**config.mk**
```make
export PLATFORM = sky130hd
export DESIGN_NAME = dsa_front
export DESIGN_NICKNAME = d
export VERILOG_FILES = /design/src/rtl/downsample_2x2_average_macros.svh /design/src/rtl/dsa_pkg.sv /design/src/rtl/dsa_front.sv
export SDC_FILE = /design/constraint.sdc
export NUM_CORES = 1
export LEC_CHECK = 0
export BUFFER_PORTS_ARGS = -buffer_cell sky130_fd_sc_hd__buf_2
export CORE_ASPECT_RATIO = 2
export CORE_MARGIN = 3
export CORE_UTILIZATION = 45
export DETAILED_ROUTE_END_ITERATION = 7
export MAX_ROUTING_LAYER = met4
export PLACE_DENSITY = 0.62
export SYNTH_ARGS = -nofsm -noshare
export SYNTH_HDL_FRONTEND = slang
export SYNTH_SLANG_ARGS = --single-unit
```
**constraint.sdc**
```tcl
create_clock -name i_clk -period 3.15 [get_ports i_clk]
set_clock_uncertainty 0.05 [all_clocks]
set_input_delay 0 -clock i_clk [delete_from_list [all_inputs] [get_ports i_clk]]
set_output_delay 0 -clock i_clk [all_outputs]
set_load 0.02 [all_outputs]
```
**src/rtl/downsample_2x2_average_macros.svh**
```systemverilog
// ----------------------------------------------------------------------------
// downsample_2x2_average assertion macros
// shared concurrent assertion forms used across the pooling rtl
// ----------------------------------------------------------------------------
`ifndef DOWNSAMPLE_2X2_AVERAGE_MACROS_SVH
`define DOWNSAMPLE_2X2_AVERAGE_MACROS_SVH

// condition must hold at every edge outside reset
`define DSA_ASSERT_ALWAYS(label, clk, rst_n, cond, msg) \
    label: assert property (@(posedge clk) disable iff (!(rst_n)) (cond)) else $error(msg);

// consequent must hold in the cycle after the antecedent
`define DSA_ASSERT_NEXT(label, clk, rst_n, ante, cons, msg) \
    label: assert property (@(posedge clk) disable iff (!(rst_n)) (ante) |=> (cons)) \
        else $error(msg);

`endif

```
**src/rtl/dsa_pkg.sv**
```systemverilog
// ----------------------------------------------------------------------------
// dsa_pkg
// shared types and constants of the 2x2 average pooling block
// ----------------------------------------------------------------------------
package dsa_pkg;

    localparam int CFG_DATA_BITS  = 11;
    localparam int CFG_INDEX_BITS = 1;

    localparam logic [CFG_INDEX_BITS-1:0] CFG_IMAGE_WIDTH  = 1'b0;
    localparam logic [CFG_INDEX_BITS-1:0] CFG_IMAGE_HEIGHT = 1'b1;

    localparam int DIM_RESET   = 1024;
    localparam int QUEUE_DEPTH = 4;

    // store: park even-row pair sum, single: emit pair alone, combine: add parked sum
    typedef enum logic [1:0] {
        OP_STORE   = 2'd0,
        OP_SINGLE  = 2'd1,
        OP_COMBINE = 2'd2
    } t_op;

    typedef struct packed {
        t_op  op;
        logic hshift;
        logic row_end;
        logic image_end;
    } t_cmd_ctl;

    localparam int CMD_CTL_BITS = $bits(t_cmd_ctl);

endpackage

```
**src/rtl/dsa_front.sv**
```systemverilog
// ----------------------------------------------------------------------------
// dsa_front
// tracks raster position, forms horizontal pair sums and issues block commands
// ----------------------------------------------------------------------------
module dsa_front #(
    parameter int MAX_WIDTH  = 1024,
    parameter int MAX_HEIGHT = 1024,
    parameter int PIXEL_BITS = 16,
    parameter int ADDR_BITS  = 9
) (
    input  logic                                  i_clk,
    input  logic                                  i_rst_n,
    input  logic                                  i_push,
    input  logic                                  i_q_full,
    input  logic signed [PIXEL_BITS-1:0]          i_pixel,
    input  logic                                  i_cfg_we,
    input  logic [dsa_pkg::CFG_INDEX_BITS-1:0]    i_cfg_index,
    input  logic [dsa_pkg::CFG_DATA_BITS-1:0]     i_cfg_data,
    output logic                                  o_cmd_push,
    output dsa_pkg::t_cmd_ctl                     o_cmd_ctl,
    output logic [ADDR_BITS-1:0]                  o_cmd_addr,
    output logic signed [PIXEL_BITS:0]            o_cmd_sum
);

    localparam int SUM_BITS = PIXEL_BITS + 1;
    localparam int COL_BITS = $clog2(MAX_WIDTH);
    localparam int ROW_BITS = $clog2(MAX_HEIGHT);
    localparam int DIM_BITS = dsa_pkg::CFG_DATA_BITS;
    localparam int MAX_POS  = (COL_BITS > ROW_BITS) ? COL_BITS : ROW_BITS;
    localparam int CMP_W    = ((MAX_POS > DIM_BITS) ? MAX_POS : DIM_BITS) + 1;
    localparam int W_RESET  = (MAX_WIDTH < dsa_pkg::DIM_RESET) ? MAX_WIDTH
                                                               : dsa_pkg::DIM_RESET;
    localparam int H_RESET  = (MAX_HEIGHT < dsa_pkg::DIM_RESET) ? MAX_HEIGHT
                                                                : dsa_pkg::DIM_RESET;

    logic [COL_BITS-1:0]        r_col;
    logic [ROW_BITS-1:0]        r_row;
    logic signed [SUM_BITS-1:0] r_pair_sum;
    logic [DIM_BITS-1:0]        r_width;
    logic [DIM_BITS-1:0]        r_height;

    logic                       accept;
    logic                       col_odd;
    logic                       last_col;
    logic                       last_row;
    logic signed [SUM_BITS-1:0] pix_ext;
    logic signed [SUM_BITS-1:0] n_pair_sum;

    // zero acts as one, anything past the maximum acts as the maximum
    function automatic logic [DIM_BITS-1:0] clamp_dim(input logic [DIM_BITS-1:0] v,
                                                      input int max_dim);
        logic [DIM_BITS-1:0] res;
        if (v == '0) begin
            res = DIM_BITS'(1);
        end else if (int'(v) > max_dim) begin
            res = DIM_BITS'(max_dim);
        end else begin
            res = v;
        end
        return res;
    endfunction

    always_comb begin
        accept     = i_push && !i_q_full;
        col_odd    = r_col[0];
        last_col   = (CMP_W'(r_col) + CMP_W'(1)) >= CMP_W'(r_width);
        last_row   = (CMP_W'(r_row) + CMP_W'(1)) >= CMP_W'(r_height);
        pix_ext    = {i_pixel[PIXEL_BITS-1], i_pixel};
        n_pair_sum = col_odd ? (r_pair_sum + pix_ext) : pix_ext;

        o_cmd_push           = accept && (col_odd || last_col);
        o_cmd_ctl.hshift     = col_odd;
        o_cmd_ctl.row_end    = last_col;
        o_cmd_ctl.image_end  = last_col && last_row;
        if (r_row[0]) begin
            o_cmd_ctl.op = dsa_pkg::OP_COMBINE;
        end else if (last_row) begin
            o_cmd_ctl.op = dsa_pkg::OP_SINGLE;
        end else begin
            o_cmd_ctl.op = dsa_pkg::OP_STORE;
        end
        o_cmd_addr = ADDR_BITS'(r_col >> 1);
        o_cmd_sum  = n_pair_sum;
    end

    always_ff @(posedge i_clk) begin
        if (!i_rst_n) begin
            r_col      <= '0;
            r_row      <= '0;
            r_pair_sum <= '0;
            r_width    <= DIM_BITS'(W_RESET);
            r_height   <= DIM_BITS'(H_RESET);
        end else if (i_cfg_we) begin
            case (i_cfg_index)
                dsa_pkg::CFG_IMAGE_WIDTH: begin
                    r_width <= clamp_dim(i_cfg_data, MAX_WIDTH);
                end
                dsa_pkg::CFG_IMAGE_HEIGHT: begin
                    r_height <= clamp_dim(i_cfg_data, MAX_HEIGHT);
                end
                default: begin
                end
            endcase
            // any register write restarts the image
            r_col      <= '0;
            r_row      <= '0;
            r_pair_sum <= '0;
        end else if (accept) begin
            r_pair_sum <= n_pair_sum;
            if (last_col) begin
                r_col <= '0;
                r_row <= last_row ? '0 : (r_row + ROW_BITS'(1));
            end else begin
                r_col <= r_col + COL_BITS'(1);
            end
        end
    end

endmodule

```
-- After elaboration in Yosys (flattened, before gate mapping)
Index checks and enable logic that the tools add are counted.
- flip-flop bits (word level): 59
- logic and storage cells: 32
- add/subtract/negate cells: 5
- order comparisons: 3
- mux-type cells: 7
- bitwise logic cells: 2
- reductions and logical operators: 10
- operators with widths (cell ; count):
    $add A10 B1 Y11 const B ; 2
    $ge A11 B11 Y1 ; 2
    $mux W11 ; 2
    $add A10 B1 Y10 const B ; 2
    $mux W10 ; 2
    $add A17 B16 Y17 ; 1
    $mux W17 ; 1
    $gt A11 B11 Y1 const B ; 1
    $logic_not A11 Y1 ; 1
    $reduce_and A2 Y1 ; 3
    $logic_and A1 B1 Y1 ; 3
    $mux W2 ; 1
    $not A1 Y1 ; 2
    $reduce_or A2 Y1 ; 1
    $logic_not A1 Y1 ; 1
    $logic_or A1 B1 Y1 ; 1
    $mux W1 ; 1

-- Longest topological paths before layout
- depth in word-level cells: 4
- gate-level depth with buffers: 11
- gate-level depth less buffers: 11

-- Least setup slack after synthesis
OpenSTA, ideal clock, no wires.
- path kind: register to register
- start point: reg r_col[0]
- end point: reg r_col[8]
- library setup time: 70 ps
- arrival time: 2810 ps
- required time: 3030 ps
- path slack: 219 ps
- stages on the path, launching flop included: 12
- path buffers: 1
- clock period less this slack: 2931 ps
- cells stage by stage: dfxtp_1 ha_1 nand4_1 nor2_1 xor2_1 ha_1 a21o_1 a21o_1 a21oi_1 clkbuf_1 o211ai_1 a21oi_1
- longest elaborated chain between the ends: 3
- elaborated cells between the ends (all ways): 4
- classes of those cells: 2 x add/sub; 1 x order compare; 1 x mux
- RTL lines (element ; RTL line ; text):
    from (decl) ; dsa_front.sv:36 ; logic [COL_BITS-1:0] r_col;
    from (signal assigned) ; dsa_front.sv:114 ; r_col <= r_col + COL_BITS'(1);
    $add A10 B1 Y11 ; dsa_front.sv:66 ; last_col = (CMP_W'(r_col) + CMP_W'(1)) >= CMP_W'(r_width);
    $ge A11 B11 Y1 ; dsa_front.sv:66 ;
    $mux W10 (*) ; dsa_front.sv:110 ; if (last_col) begin
Mark *: on every way between the ends. The rest lies on a longest branch, timed or not.
A chain may end at the register's enable or synchronous reset.

-- Final worst setup path
- start point: reg r_pair_sum[0]
- end point: out o_cmd_sum[14]
- longest elaborated chain between the ends: 2
- RTL lines (element ; RTL line ; text):
    from (decl) ; dsa_front.sv:38 ; logic signed [SUM_BITS-1:0] r_pair_sum;
    from (signal assigned) ; dsa_front.sv:109 ; r_pair_sum <= n_pair_sum;
    $add A17 B16 Y17 ; dsa_front.sv:69 ; n_pair_sum = col_odd ? (r_pair_sum + pix_ext) : pix_ext;
    $mux W17 ; dsa_front.sv:69 ;
    to (decl) ; dsa_front.sv:22 ; output logic signed [PIXEL_BITS:0] o_cmd_sum
No other way between the ends.

==> impl_metrics.yaml <==
clocking:
  cts.sinks: 59
  clkTransAtPathRegs_ns: 0.05
  cts_root_buf: "sky130_fd_sc_hd__clkbuf_16"
  cts_made_buffers: 9
  clk-insertion-delay-late_ns: 0.32
  htreeDepth: 3
  clock_tree.buffer_depth: 2
  tritoncts_clock_tree: "done"
drt:
  detailedRoute.firstPassIterationCount: 4
  wl_um: 12400
  detail_route.drc_violations: 0
  dr_wl_cell_um: 16.0
  via_count: 4411
  drtIter0Drc: 147
  postRouteAntennaNets: 0
  vias_per_cell: 5.71
grt:
  pin_count_of_the_biggest_net_entering_global_routing: 34
  track_usage: 0.231
  grt_first_pass_wirelength_um: 20300
  first_global_vias: 4382
  global_route.overflow_total: 0
  number_of_antenna_violations_at_the_first_check_in_global_routing: 0
yosys:
  post-synth-top-area-fraction: 0.267
  syn-mean-instance-area_um2: 7.95
  yosysWarningCount: 0
  synth_edf_count: 0
  syn_inst: 557
  synth_largest_area_cell: "sky130_fd_sc_hd__dfxtp_1"
  mappedNetlistNets: 631
  netlist_area_mm2: 0.00443
  yosys_register_bits: 59
  async_reset_ff_frac: 0
  ys.flop_type: "sky130_fd_sc_hd__dfxtp_1"
  ys_types: 65
  ys_seq_area_frac: 0.267
  yosys-top-cells-area: "sky130_fd_sc_hd__dfxtp_1 27%, sky130_fd_sc_hd__ha_1 11%, sky130_fd_sc_hd__nand2_1 5.9%, sky130_fd_sc_hd__a21oi_1 5.2%, sky130_fd_sc_hd__xnor2_1 3.2%"
finish:
  mostFrequentLayoutCell: "sky130_fd_sc_hd__nand2_1"
  n_antenna_cell: 0
  final-seq-area_mm2: 0.00118
  n_fill_cell: 877
  final_layout_size_suffix_gt1_frac: 0.201
  multiInputGateArea_mm2: 0.00307
  final_net_count: 713
  most_used_cells_in_the_layout_excluding_fill_and_tap_cells: "70 x sky130_fd_sc_hd__nand2_1, 64 x sky130_fd_sc_hd__buf_2, 56 x sky130_fd_sc_hd__dfxtp_1"
  stdcell_area_mm2: 0.00538
  area_delta_synth_final_pct: 21.5
worst_setup_path:
  crit_top_cell: "sky130_fd_sc_hd__a211oi_1"
  path_cells: "ha_1 -> fa_1 -> a211oi_1 -> o21a_1 -> a211oi_1 -> a21oi_1 -> mux2_1 -> nand2_1 -> buf_2"
  critical_path.startpoint: "r_pair_sum[0]"
  critical-path-max-stage-delay_ns: 0.51
  r2r-end: "r_row[3]"
  timing.critical_path.required_ns: 3.10
  cp.depth: 9
  class_of_the_most_critical_setup_path: "reg2out"
  timing.critical_path.fanout_max: 5
  arrival_ns: 2.98
  critical_path_capture_point: "o_cmd_sum[14]"
  timing.critical_path.slowest_stage_cell: "sky130_fd_sc_hd__fa_1"
  r2r_slack_ns: 0.17
  path_buf_inv: 1
  setup.worst_path.start_class: "register"
  critical_path.top_delay_family: "compound AO/OA/AOI/OAI gates"
  worst_r2r_startpoint: "r_row[3]"
  r2r_cells: 11
  worstSetupEndpointType: "output port"
placement:
  placed_inst_area_mm2: 0.00489
  dpl.hpwl_um: 9340
  gp_routability_congestion: 0.866
  port_buffers: 64
floorplan:
  fp.dieW_um: 76.1
  die_area_mm2: 0.0111
  placement_rows: 50
  initial_utilization: 0.469
  core-area_mm2: 0.00945
  floorplan.die.height_um: 146
  design.portCount: 65
timing:
  timing_max_transition_violations_final: 0
  final.period_utilization: 0.961
  report.final.setup_viol: 0
  hold_viol: 0
  max_slew.worst_pin.slew_ns: 0.717
  worst_slew_margin_rel: 0.521
  timing.fmax_mhz: 331
  post-route-min-period_ns: 3.03
  setup-tns-final_ns: 0
worst_hold_path:
  hp-class: "in2reg"
power:
  leakage_power_uw: 0.00234
  irDropWorstVdd_v: 0.000286
  power.density_mw_per_mm2: 368
run_status:
  status: "complete, no violations"
run:
  max-cap-violations: 0
## worst register-to-register path: cells and delay by family, from the launching register on
family / cells / cell delay (ns)
fa+ha+maj: 1 / 0.30
simple gates: 3 / 0.59
xor+xnor: 1 / 0.21
buf+inv: 1 / 0.20
flops: 1 / 0.38
compound gates: 5 / 1.19
## through the flow
| step | total power [µW] | setup slack [ns] | utilization | hold slack (ns) | std cells |
|---|---|---|---|---|---|
| 4_1_cts | 2000 | 0.000167 | 0.565 | 0.00453 | 769 |
| 5_1_grt | 2060 | -0.0155 | 0.570 | 0.0347 | 773 |
| 3_5_place_dp | 1110 | 0.0205 | 0.517 | 0.257 | 737 |
| 6_report | 1980 | 0.124 | 0.570 | 0.0159 | 773 |
| 2_1_floorplan | 1010 | 0.219 | - | 0.104 | 557 |
| 3_3_place_gp | 1100 | 0.0837 | 0.517 | 0.248 | 737 |
## final cells by class
class / count / share of cell area
Clock inverter: 3 / 0.00279
Inverter: 25 / 0.0174
Multi-Input combinational cell: 447 / 0.570
Sequential cell: 59 / 0.220
Clock buffer: 12 / 0.0458
Tap cell: 130 / 0.0302
Timing Repair Buffer: 97 / 0.113
## power breakdown
part           internal [µW]  switching [µW]  leakage [µW]  total (µW)
logic                    136             203       0.00173         339
clock network            544             322      0.000132         866
registers                764            9.50      0.000480         774
## routing by layer
layer,global-route usage,vias to the layer above,share of wire
li1,-,2188,-
met1,0.219,2066,0.37
met2,0.437,123,0.55
met3,0.0333,34,0.039
met4,0.130,0,0.045
met5,-,-,0
## flip-flops by register name, summed over array words and instances, names as in the netlist
name / count
r_row: 10
r_height: 11
r_pair_sum: 17
r_col: 10
r_width: 11
## cells by family after synthesis
kind of cell / after synthesis / share of synthesized area
AOI/OAI and AO/OA: 151 / 0.245
adders and majority gates: 41 / 0.118
buffers and inverters: 51 / 0.0469
xor gates and xnor gates: 22 / 0.0435
and+or+nand+nor: 223 / 0.255
muxes: 10 / 0.0252
DFF: 59 / 0.267
## synth_stat cells (14+ instances only)
cell type and count:
sky130_fd_sc_hd__xnor2_1 16, sky130_fd_sc_hd__nand3_1 21, sky130_fd_sc_hd__clkbuf_1 22, sky130_fd_sc_hd__a21oi_1 46, sky130_fd_sc_hd__nand2_1 70, sky130_fd_sc_hd__nor2b_1 18
sky130_fd_sc_hd__ha_1 40, sky130_fd_sc_hd__a21o_1 14, sky130_fd_sc_hd__inv_1 24, sky130_fd_sc_hd__nor2_1 37, sky130_fd_sc_hd__dfxtp_1 59
## worst min path at each step
stage	start	endpoint	slack [ns]	cells after the start
finish	i_pixel[7]	r_pair_sum[7]	0.02	4
global route	i_pixel[7]	r_pair_sum[7]	0.03	4
CTS	i_pixel[7]	r_pair_sum[7]	0.005	4
detailed placement	i_cfg_index	r_height[10]	0.26	3
global placement	i_pixel[13]	r_pair_sum[13]	0.25	3
floorplan	i_rst_n	r_height[0]	0.10	1
## timing repair
| item | in CTS | in global routing |
|---|---|---|
| resized for setup | 2 | 6 |
| pin swaps | 0 | 3 |
| hold endpoints to repair | 15 | 0 |
| endpoints found under the setup margin | 7 | 14 |
| hold buffers | 17 | 0 |
| buffers inserted | 0 | 4 |
Note: power is estimated with default switching activity, not from simulation.
