<file path="src/rtl/downsample_2x2_average_macros.svh">
// ----------------------------------------------------------------------------
// downsample_2x2_average assertion macros
// shared concurrent assertion forms used across the pooling rtl
// ----------------------------------------------------------------------------
`ifndef DOWNSAMPLE_2X2_AVERAGE_MACROS_SVH
`define DOWNSAMPLE_2X2_AVERAGE_MACROS_SVH

// condition must hold at every edge outside reset
`define DSA_ASSERT_ALWAYS(label, clk, rst_n, cond, msg) \
    label: assert property (@(posedge clk) disable iff (!(rst_n)) (cond)) else $error(msg);

// consequent must hold in the cycle after the antecedent
`define DSA_ASSERT_NEXT(label, clk, rst_n, ante, cons, msg) \
    label: assert property (@(posedge clk) disable iff (!(rst_n)) (ante) |=> (cons)) \
        else $error(msg);

`endif

</file>
<file path="src/rtl/dsa_queue.sv">
// ----------------------------------------------------------------------------
// dsa_queue
// small first-in first-out command queue between front and back
// ----------------------------------------------------------------------------
`include "downsample_2x2_average_macros.svh"

module dsa_queue #(
    parameter int DATA_BITS = 32,
    parameter int DEPTH     = 4
) (
    input  logic                 i_clk,
    input  logic                 i_rst_n,
    input  logic                 i_push,
    input  logic [DATA_BITS-1:0] i_data,
    output logic                 o_full,
    input  logic                 i_pop,
    output logic [DATA_BITS-1:0] o_data,
    output logic                 o_empty
);

    localparam int PTR_BITS   = (DEPTH > 1) ? $clog2(DEPTH) : 1;
    localparam int COUNT_BITS = $clog2(DEPTH + 1);

    logic [DATA_BITS-1:0]  r_slot [DEPTH];
    logic [PTR_BITS-1:0]   r_wr_ptr;
    logic [PTR_BITS-1:0]   r_rd_ptr;
    logic [COUNT_BITS-1:0] r_count;

    logic do_push;
    logic do_pop;

    always_comb begin
        o_full  = (r_count == COUNT_BITS'(DEPTH));
        o_empty = (r_count == '0);
        do_push = i_push && !o_full;
        do_pop  = i_pop && !o_empty;
        o_data  = r_slot[r_rd_ptr];
    end

    always_ff @(posedge i_clk) begin
        if (do_push) begin
            r_slot[r_wr_ptr] <= i_data;
        end
    end

    always_ff @(posedge i_clk) begin
        if (!i_rst_n) begin
            r_wr_ptr <= '0;
            r_rd_ptr <= '0;
            r_count  <= '0;
        end else begin
            if (do_push) begin
                r_wr_ptr <= (r_wr_ptr == PTR_BITS'(DEPTH - 1)) ? '0
                                                                : (r_wr_ptr + PTR_BITS'(1));
            end
            if (do_pop) begin
                r_rd_ptr <= (r_rd_ptr == PTR_BITS'(DEPTH - 1)) ? '0
                                                                : (r_rd_ptr + PTR_BITS'(1));
            end
            case ({do_push, do_pop})
                2'b10:   r_count <= r_count + COUNT_BITS'(1);
                2'b01:   r_count <= r_count - COUNT_BITS'(1);
                default: r_count <= r_count;
            endcase
        end
    end

    `DSA_ASSERT_ALWAYS(a_count_bound, i_clk, i_rst_n, r_count <= COUNT_BITS'(DEPTH), "queue count past depth")
    `DSA_ASSERT_NEXT(a_full_blocks, i_clk, i_rst_n, o_full && !i_pop, o_full && $stable(r_wr_ptr), "queue written while full")

endmodule

</file>
<file path="config.mk">
export PLATFORM = sky130hd
export DESIGN_NAME = dsa_queue
export DESIGN_NICKNAME = d
export VERILOG_FILES = /design/src/rtl/dsa_queue.sv
export VERILOG_INCLUDE_DIRS = /design/src /design/src/rtl
export SDC_FILE = /design/constraint.sdc
export NUM_CORES = 1
export LEC_CHECK = 0
export BUFFER_PORTS_ARGS = -buffer_cell sky130_fd_sc_hd__buf_2
export CAP_MARGIN = 20
export CORE_MARGIN = 1
export CORE_UTILIZATION = 45
export CTS_BUF_LIST = sky130_fd_sc_hd__clkbuf_4
export DETAILED_ROUTE_END_ITERATION = 7
export SLEW_MARGIN = 0
export SYNTH_ARGS = -nofsm -noshare
export SYNTH_HDL_FRONTEND = slang
export SYNTH_SLANG_ARGS = --single-unit
</file>
<file path="constraint.sdc">
create_clock -name i_clk -period 4.9 [get_ports i_clk]
set_input_delay 0.735 -clock i_clk [delete_from_list [all_inputs] [get_ports i_clk]]
set_output_delay 0.735 -clock i_clk [all_outputs]
set_load 0.005 [all_outputs]
</file>
---- Word level (Yosys, flattened, before mapping) ----
Memories as Yosys holds them, arrays and structs flattened. A register that Yosys moved wholly into a read port is not among the register bits.
Index checks and enable logic that the tools add are counted.
operators by class
  add/sub/neg operators ................... 4
  eq/ne operators ......................... 5
  mux-type cells .......................... 7
  reductions and logical operators ........ 6
operators with widths
  operator               count
  $mux W2                4
  $eq A2 B2 Y1 const B   3
  $pmux W3 S2            1
  $add A2 B1 Y2 const B  2
  $add A3 B1 Y3 const B  1
  $eq A3 B3 Y1 const B   1
  $logic_not A3 Y1       1
  $sub A3 B1 Y3 const B  1
  $eq A2 B1 Y1 const B   1
  $logic_and A1 B1 Y1    2
  $logic_not A1 Y1       2
  $mux W1                2
  $reduce_bool A2 Y1     1
word-level totals
  bits in registers ....................... 7
  RAM bits ................................ 128
  input port bits ......................... 36
  memories kept ........................... 1
memories
  memory  depth  bits a word  read ports  clocked after memory_dff  write ports  RTL line         source
  r_slot  4      32           1           1                         1            dsa_queue.sv:24  logic [DATA_BITS-1:0] r_slot [DEPTH];

---- Longest topological paths before layout ----
Gate-level depths: netlist of the first run.
  word-level depth ........................ 5
  depth in mapped cells ................... 10

---- Least setup slack after synthesis of the first run ----
Ideal clock, no wire load.
  path kind ............................... input -> register
  from .................................... in i_push
  to ...................................... reg r_count[2]
  library setup time ...................... 76 ps
  arrival time ............................ 2196 ps
  slack ................................... 2629 ps
  cell stages on the path ................. 9
  path buffers ............................ 1
  cells stage by stage .................... nor2b_1 buf_2 inv_1 ha_1 inv_1 fa_1 xor2_1 or3_1 a21boi_0
between the ends
  word-level cells in the longest chain between the ends .. 3
  elaborated cells between the ends (all ways) .. 5
  classes of those cells .................. 2 x eq/ne; 1 x mux; 2 x reduce/logical
RTL lines
  element                                            RTL line         source
  start, declared                                    dsa_queue.sv:13  input logic i_push,
  $logic_and A1 B1 Y1 (*)                            dsa_queue.sv:35  do_push = i_push && !o_full;
  $eq A2 B1 Y1 or $eq A2 B2 Y1 (tied branches)       dsa_queue.sv:60  case ({do_push, do_pop})
  $pmux W3 S2 or $reduce_bool A2 Y1 (tied branches)  n/a
  end signal, assigned                               dsa_queue.sv:61  2'b10: r_count <= r_count + COUNT_BITS'(1);
  end signal, assigned                               dsa_queue.sv:62  2'b01: r_count <= r_count - COUNT_BITS'(1);
  end signal, assigned                               dsa_queue.sv:63  default: r_count <= r_count;
  end, declared                                      dsa_queue.sv:27  logic [COUNT_BITS-1:0] r_count;
Mark *: on every way between the ends. The rest lies on a longest branch, timed or not.
A chain may end at the register's enable or synchronous reset.

==> qor.csv, run 1 <==
stage;metric;value;unit
setup_path;path_delay_family;flip-flops;
power_and_ir_drop;p_per_area;488.6;nW/um2
setup_path;cpPeakStageDelay;0.81;ns
sta;min_period;3.182;ns
routing;dr.pass1.iters;7;
placed_design;portBuffers;69;
setup_path;path_class;flop to output port;
clocking;cts_resized;0;
status;status;finished, final reports clean;
sta;period_share;0.6493;
global_routing;grt_max_degree;33;
min_path;hp-class;input port to flop;
sta;hold_violations;0;
die;die_y;109.0;um
setup_path;end_kind;output port;
finish;n_fill_cell;874;
run;maxCapViolCount;0;
die;die_w;109.0;um
clocking;cts_sinks;137;
clocking;hold_buffers;0;
power_and_ir_drop;ir_drop;0.2583;mV
routing;drtAntennaViolNets;0;
global_routing;antenna_found_initial;1;
global_routing;overflow;0;
setup_path;critPathBufInv;2;
routing;drt-wirelength-per-cell;18.32;um
die;start_util;0.4691;
sta;fin_tns_setup;0;ns
setup_path;worst_ep_required_time;4.16;ns
logic_synthesis;ys_top_cells_by_area;edfxtp_1 (75%), mux4_2 (13%), dfxtp_1 (3.5%), ha_1 (1.5%), buf_12 (1.2%);
setup_path;critPathLaunchType;flop;
finish;drive_gt1_frac;0.4399;
logic_synthesis;synth_top_area_frac;0.7460;
logic_synthesis;avgSynthCellArea;23.11;um2
setup_path;crit_chain;buf_4, mux4_1, buf_2;
sta;rsz0062_at_grt;no;
sta;drv_slew;0;
global_routing;grt_pass1_wl;12940;um
global_routing;gr-usage-all-layers;0.1578;
clocking;cts_made_buffers;17;
clocking;cts_setup_buffers;0;
finish;final_nets;346;
power_and_ir_drop;power.leakage;2.011;nW
routing;routed_via_density;5.235;
clocking;cts-htree-levels;4;
sta;tightest_slew;0.8957;ns
sta;whs;0.4340;ns
logic_synthesis;ys_ff_latch;137;
routing;drtIter0Drc;135;
die;coreArea;10980;um2
die;num_rows;38;
sta;max_clock_freq;314.3;MHz
finish;syn_to_final_growth;15.06;%
logic_synthesis;synth_cells;223;
clocking;clkTransAtPathRegs;0.12;ns
sta;slew_headroom;0.4029;
routing;wirelength;8355;um
routing;drc_errors;0;
finish;n_antenna_cell;0;
clocking;clockBufferDepth;2;
placed_design;finalWeightedCongestion;0.6349;
global_routing;grt_pass1_vias;2455;
sta;setup_viol;0;
logic_synthesis;synth_seq_area_share;0.7810;
routing;vias;2387;
logic_synthesis;yosysTopAreaCell;edfxtp_1;
die;io_pins;70;
setup_path;critPathSlowestCell;dfxtp_2;
placed_design;post-dp-hpwl;4906;um
clocking;cts_tree;yes;
setup_path;cp.arrival;2.45;ns
logic_synthesis;synth_warnings;0;
logic_synthesis;synth_nets;266;
logic_synthesis;ys_types;25;
sta;final.setup_skew;0.01736;ns
power_and_ir_drop;finalPower;0.002897;W
logic_synthesis;synth_area;5152;um2
clocking;clk_latency;0.51;ns
setup_path;path_max_fanout;19;
clocking;clk_root_buffer_cell;clkbuf_4;
die;fp.dieArea;11880;um2
==> flip-flops by register name (all words and copies together), names as in the netlist, named ones only <==
signal / cells
r_slot: 128
r_count: 3
r_rd_ptr: 2
r_wr_ptr: 2
==> metal layers <==
layer | track usage | wire, um | vias up
li1 | - | - | 1082
met1 | 0.2173 | 3706 | 1218
met2 | 0.2233 | 3917 | 77
met3 | 0.06635 | 640 | 8
met4 | 0.06081 | 79 | 2
met5 | 0 | 11 | -
==> logic make-up after synthesis <==
family / synth area share
compound gates: 0.006801
xor+xnor: 0.003400
fa+ha+maj: 0.01846
buf+inv: 0.02356
flops: 0.7810
mux: 0.1452
simple gates: 0.02161
==> worst paths after layout <==
check,end,slack (ns),depth (start not counted),start
hold reg to reg,r_wr_ptr[1],0.51,2,r_wr_ptr[1]
setup / recovery,o_data[13],1.72,3,flop
hold / removal,r_slot[0][21],0.43,1,i_data[21]
setup reg to reg,r_slot[0][13],2.74,3,r_count[0]
==> Yosys cell counts <==
library cell,number
nor2_1,2
buf_2,4
nor2b_1,1
mux4_2,30
clkbuf_1,1
nand2_1,7
nor3_1,1
o21ai_0,4
edfxtp_1,128
inv_1,7
o31ai_1,1
or3_1,1
xnor2_1,1
dfxtp_1,9
and2_1,6
a21boi_0,1
mux2i_1,2
xor2_1,1
buf_12,3
mux4_1,2
fa_1,1
nor3b_2,1
nand3_1,2
ha_1,6
buf_6,1
==> where the power goes <==
part | total, W | internal [W] | switching (W)
combinational | 0.000555 | 0.000314 | 0.000241
clock | 0.000828 | 0.000423 | 0.000406
sequential | 0.00151 | 0.00142 | 0.0000952
total | 0.00290 | 0.00215 | 0.000742
==> through the flow <==
stage	std cells	util	area, um2	setup WS (ns)
after CTS	456	0.5398	5928	1.569
after global placement	424	0.5092	5593	2.169
after global routing	456	0.5398	5928	1.451
after floorplan	223	-	5152	2.629
after detailed placement	424	0.5092	5593	2.162
final	456	0.5398	5928	1.718
==> layout by cell type (no fill, tap or decap), types with 5 or more instances in the layout <==
cell,netlist,final
mux4_2,30,30
inv_1,7,7
nand2_1,7,7
buf_2,4,69
dfxtp_1,9,7
clkbuf_4,0,19
edfxtp_1,128,128
clkinvlp_4,0,5
ha_1,6,6
==> worst register-to-register path, stage by stage, from the launching register on <==
cell     delay (ns)
dfxtp_1        0.46
nor3b_2        0.08
nor2b_1        0.41
and2_2         0.83
==> area by class of cell <==
type / count / area (um2) / share of cell area
clock buffers: 19 / 142.6 / 0.02406
clock inverters: 13 / 192.7 / 0.03250
inverters: 7 / 26.28 / 0.004432
multi-input cells: 70 / 1012 / 0.1707
flip-flops and latches: 137 / 4026 / 0.6792
well taps: 140 / 175.2 / 0.02955
repair buffers: 70 / 352.8 / 0.05952
(Power assumes the default switching activity.)
==> run 2, diff against run 1 <==
--- a/config.mk
+++ b/config.mk
@@ -6,12 +6,14 @@
 export SDC_FILE = /design/constraint.sdc
 export NUM_CORES = 1
 export LEC_CHECK = 0
+export ABC_AREA = 1
 export BUFFER_PORTS_ARGS = -buffer_cell sky130_fd_sc_hd__buf_2
 export CAP_MARGIN = 20
 export CORE_MARGIN = 1
 export CORE_UTILIZATION = 45
 export CTS_BUF_LIST = sky130_fd_sc_hd__clkbuf_4
 export DETAILED_ROUTE_END_ITERATION = 7
+export PLACE_DENSITY = 0.67
 export SLEW_MARGIN = 0
 export SYNTH_ARGS = -nofsm -noshare
 export SYNTH_HDL_FRONTEND = slang
==> constraint.sdc (replaced) <==
create_clock -name i_clk -period 2.9 [get_ports i_clk]
set_input_delay 0.435 -clock i_clk [delete_from_list [all_inputs] [get_ports i_clk]]
set_output_delay 0.435 -clock i_clk [all_outputs]
set_load 0.005 [all_outputs]
==> qor.csv, run 2 <==
stage;metric;value;unit
routing;drtIter0Drc;217;
setup_path;path_delay_family;flip-flops;
status;status;finished, final reports clean;
sta;hold_violations;0;
routing;drc_errors;0;
die;io_pins;70;
logic_synthesis;ys_ff_latch;137;
logic_synthesis;yosys-top-cells-count;edfxtp_1 (128), nor2_1 (78), o21ai_0 (38);
finish;final_cell_mix;edfxtp_1 (128), nor2_1 (74), buf_2 (69);
die;coreArea;11420;um2
power_and_ir_drop;finalPower;0.005249;W
setup_path;cp.depth;4;
clocking;cts_tree;yes;
clocking;clk_latency;0.48;ns
power_and_ir_drop;power.leakage;2.204;nW
finish;final_area;6073;um2
setup_path;critPathSlowestCell;dfxtp_2;
die;die_y;110.3;um
finish;syn_to_final_growth;15.11;%
clocking;hold_buffers;0;
setup_path;crit_chain;buf_4, o21ai_0, o22ai_1, buf_2;
finish;final_common_cell;edfxtp_1;
clocking;clockBufferDepth;2;
sta;drv_slew;0;
global_routing;antenna_found_initial;1;
clocking;cts_resized;0;
finish;top_regs;r_slot x128, r_count x3;
setup_path;cp.arrival;1.99;ns
logic_synthesis;synth_warnings;0;
global_routing;overflow;0;
power_and_ir_drop;ir_drop;0.3783;mV
clocking;clkTransAtPathRegs;0.11;ns
logic_synthesis;synth_edf_count;128;
run;maxCapViolCount;0;
sta;tightest_slew;0.6338;ns
sta;period_share;0.8367;
routing;drt-wirelength-per-cell;16.26;um
sta;setup_viol;0;
global_routing;grt_max_degree;65;
routing;vias;3180;
sta;rsz0062_at_grt;no;
clocking;cts_setup_buffers;0;
die;start_util;0.4621;
setup_path;critPathLaunchType;flop;
placed_design;dpl-instance-area;5727;um2
clocking;cts-htree-levels;4;
logic_synthesis;synth_cells;379;
logic_synthesis;yosysTopAreaCell;edfxtp_1;
placed_design;finalWeightedCongestion;0.7044;
finish;drive_gt1_frac;0.2500;
finish;regMostFlops;r_slot;
setup_path;end_kind;output port;
min_path;hold_start;i_data[29];
logic_synthesis;ys_types;22;
die;num_rows;39;
logic_synthesis;synth_ff_type;edfxtp_1;
global_routing;grt_pass1_vias;3176;
routing;routed_via_density;5.196;
setup_path;regToRegStartpoint;r_count[1];
setup_path;path_max_fanout;24;
finish;final_nets;498;
logic_synthesis;synth_area;5276;um2
finish;largest_reg_flops;128;
sta;min_period;2.427;ns
power_and_ir_drop;p_per_area;864.2;nW/um2
die;fp.dieArea;12160;um2
placed_design;portBuffers;69;
logic_synthesis;avgSynthCellArea;13.92;um2
routing;dr.pass1.iters;6;
logic_synthesis;ys_async_sr_fraction;0;
logic_synthesis;synth_top_area_frac;0.7285;
clocking;cts_made_buffers;17;
die;die_w;110.3;um
setup_path;ff2ff_path_depth;11;
logic_synthesis;synth_seq_area_share;0.7626;
setup_path;critPathBufInv;2;
sta;max_clock_freq;412.1;MHz
sta;fin_tns_setup;0;ns
routing;wirelength;9951;um
setup_path;worst_ep_required_time;2.47;ns
placed_design;post-dp-hpwl;5749;um
global_routing;gr-usage-all-layers;0.1799;
clocking;cts_sinks;137;
sta;whs;0.1533;ns
min_path;holdPathStages;1;
setup_path;path_class;flop to output port;
clocking;clk_root_buffer_cell;clkbuf_4;
sta;final.setup_skew;0.007468;ns
routing;drtAntennaViolNets;0;
setup_path;cpPeakStageDelay;0.64;ns
global_routing;grt_pass1_wl;15570;um
logic_synthesis;synth.most_common_cell;edfxtp_1;
finish;n_fill_cell;1013;
logic_synthesis;synth_nets;422;
logic_synthesis;ys_top_cells_by_area;edfxtp_1 (73%), nor2_1 (5.5%), o22ai_1 (3.8%), o21ai_0 (3.6%), dfxtp_1 (3.4%);
min_path;hp-class;input port to flop;
sta;slew_headroom;0.5769;
==> run 2: cell count changes after synthesis, sizes merged, moves of 10 or more <==
cell,before,now
inv,7,18
buf,8,18
nor2,2,78
o22ai,0,32
o21ai,4,66
mux4,32,0
==> run 2: cells by family after synthesis <==
logic type | Yosys count | synth area share
AOI/OAI and AO/OA | 102 | 0.1043
adders and majority gates | 7 | 0.01802
buffers and inverters | 37 | 0.04411
DFF | 137 | 0.7626
and+or+nand+nor | 96 | 0.07091
==> run 2: layer usage <==
layer,GRT usage,vias to the layer above,part of all wire,wire length [um]
met5,0,-,0,0
met4,0.06391,0,0.0042,42
met3,0.07055,2,0.053,529
met2,0.3008,72,0.50,4927
met1,0.2104,1554,0.45,4452
li1,-,1552,-,-
==> run 2: per-stage QoR <==
| stage | setup slack, ns | cells | utilization |
|---|---|---|---|
| floorplan | 0.5407 | 379 | - |
| global placement | 1.006 | 579 | 0.5015 |
| detailed placement | 0.9693 | 579 | 0.5015 |
| CTS | 0.3959 | 611 | 0.5317 |
| global route | 0.1905 | 611 | 0.5317 |
| finish | 0.4735 | 612 | 0.5319 |
==> run 2: path summary, 6_finish.rpt <==
| path | to | slack [ns] |
|---|---|---|
| worst max register to register | r_count[2] | 0.95 |
| worst min-delay path | r_slot[2][29] | 0.15 |
| worst max-delay path | o_data[3] | 0.47 |
| worst min register to register | r_count[0] | 0.55 |
==> run 2: layout make-up <==
type                       count  area [um2]  share of cell area
multi-input combinational    205        1050              0.1728
sequential                   137        4025              0.6628
clock buffer                  19       142.6             0.02349
antenna                        1       2.502           0.0004120
inverter                      18       75.07             0.01236
timing repair buffer          76       397.9             0.06551
clock inverter                13       201.4             0.03317
tap                          143       178.9             0.02946
==> run 2: where the power goes <==
group | total (W) | switching [W] | leakage (nW) | internal (W)
Combinational | 0.00135 | 0.000849 | 0.776 | 0.000504
Sequential | 0.00247 | 0.0000882 | 1.25 | 0.00238
Clock | 0.00143 | 0.000641 | 0.178 | 0.000786
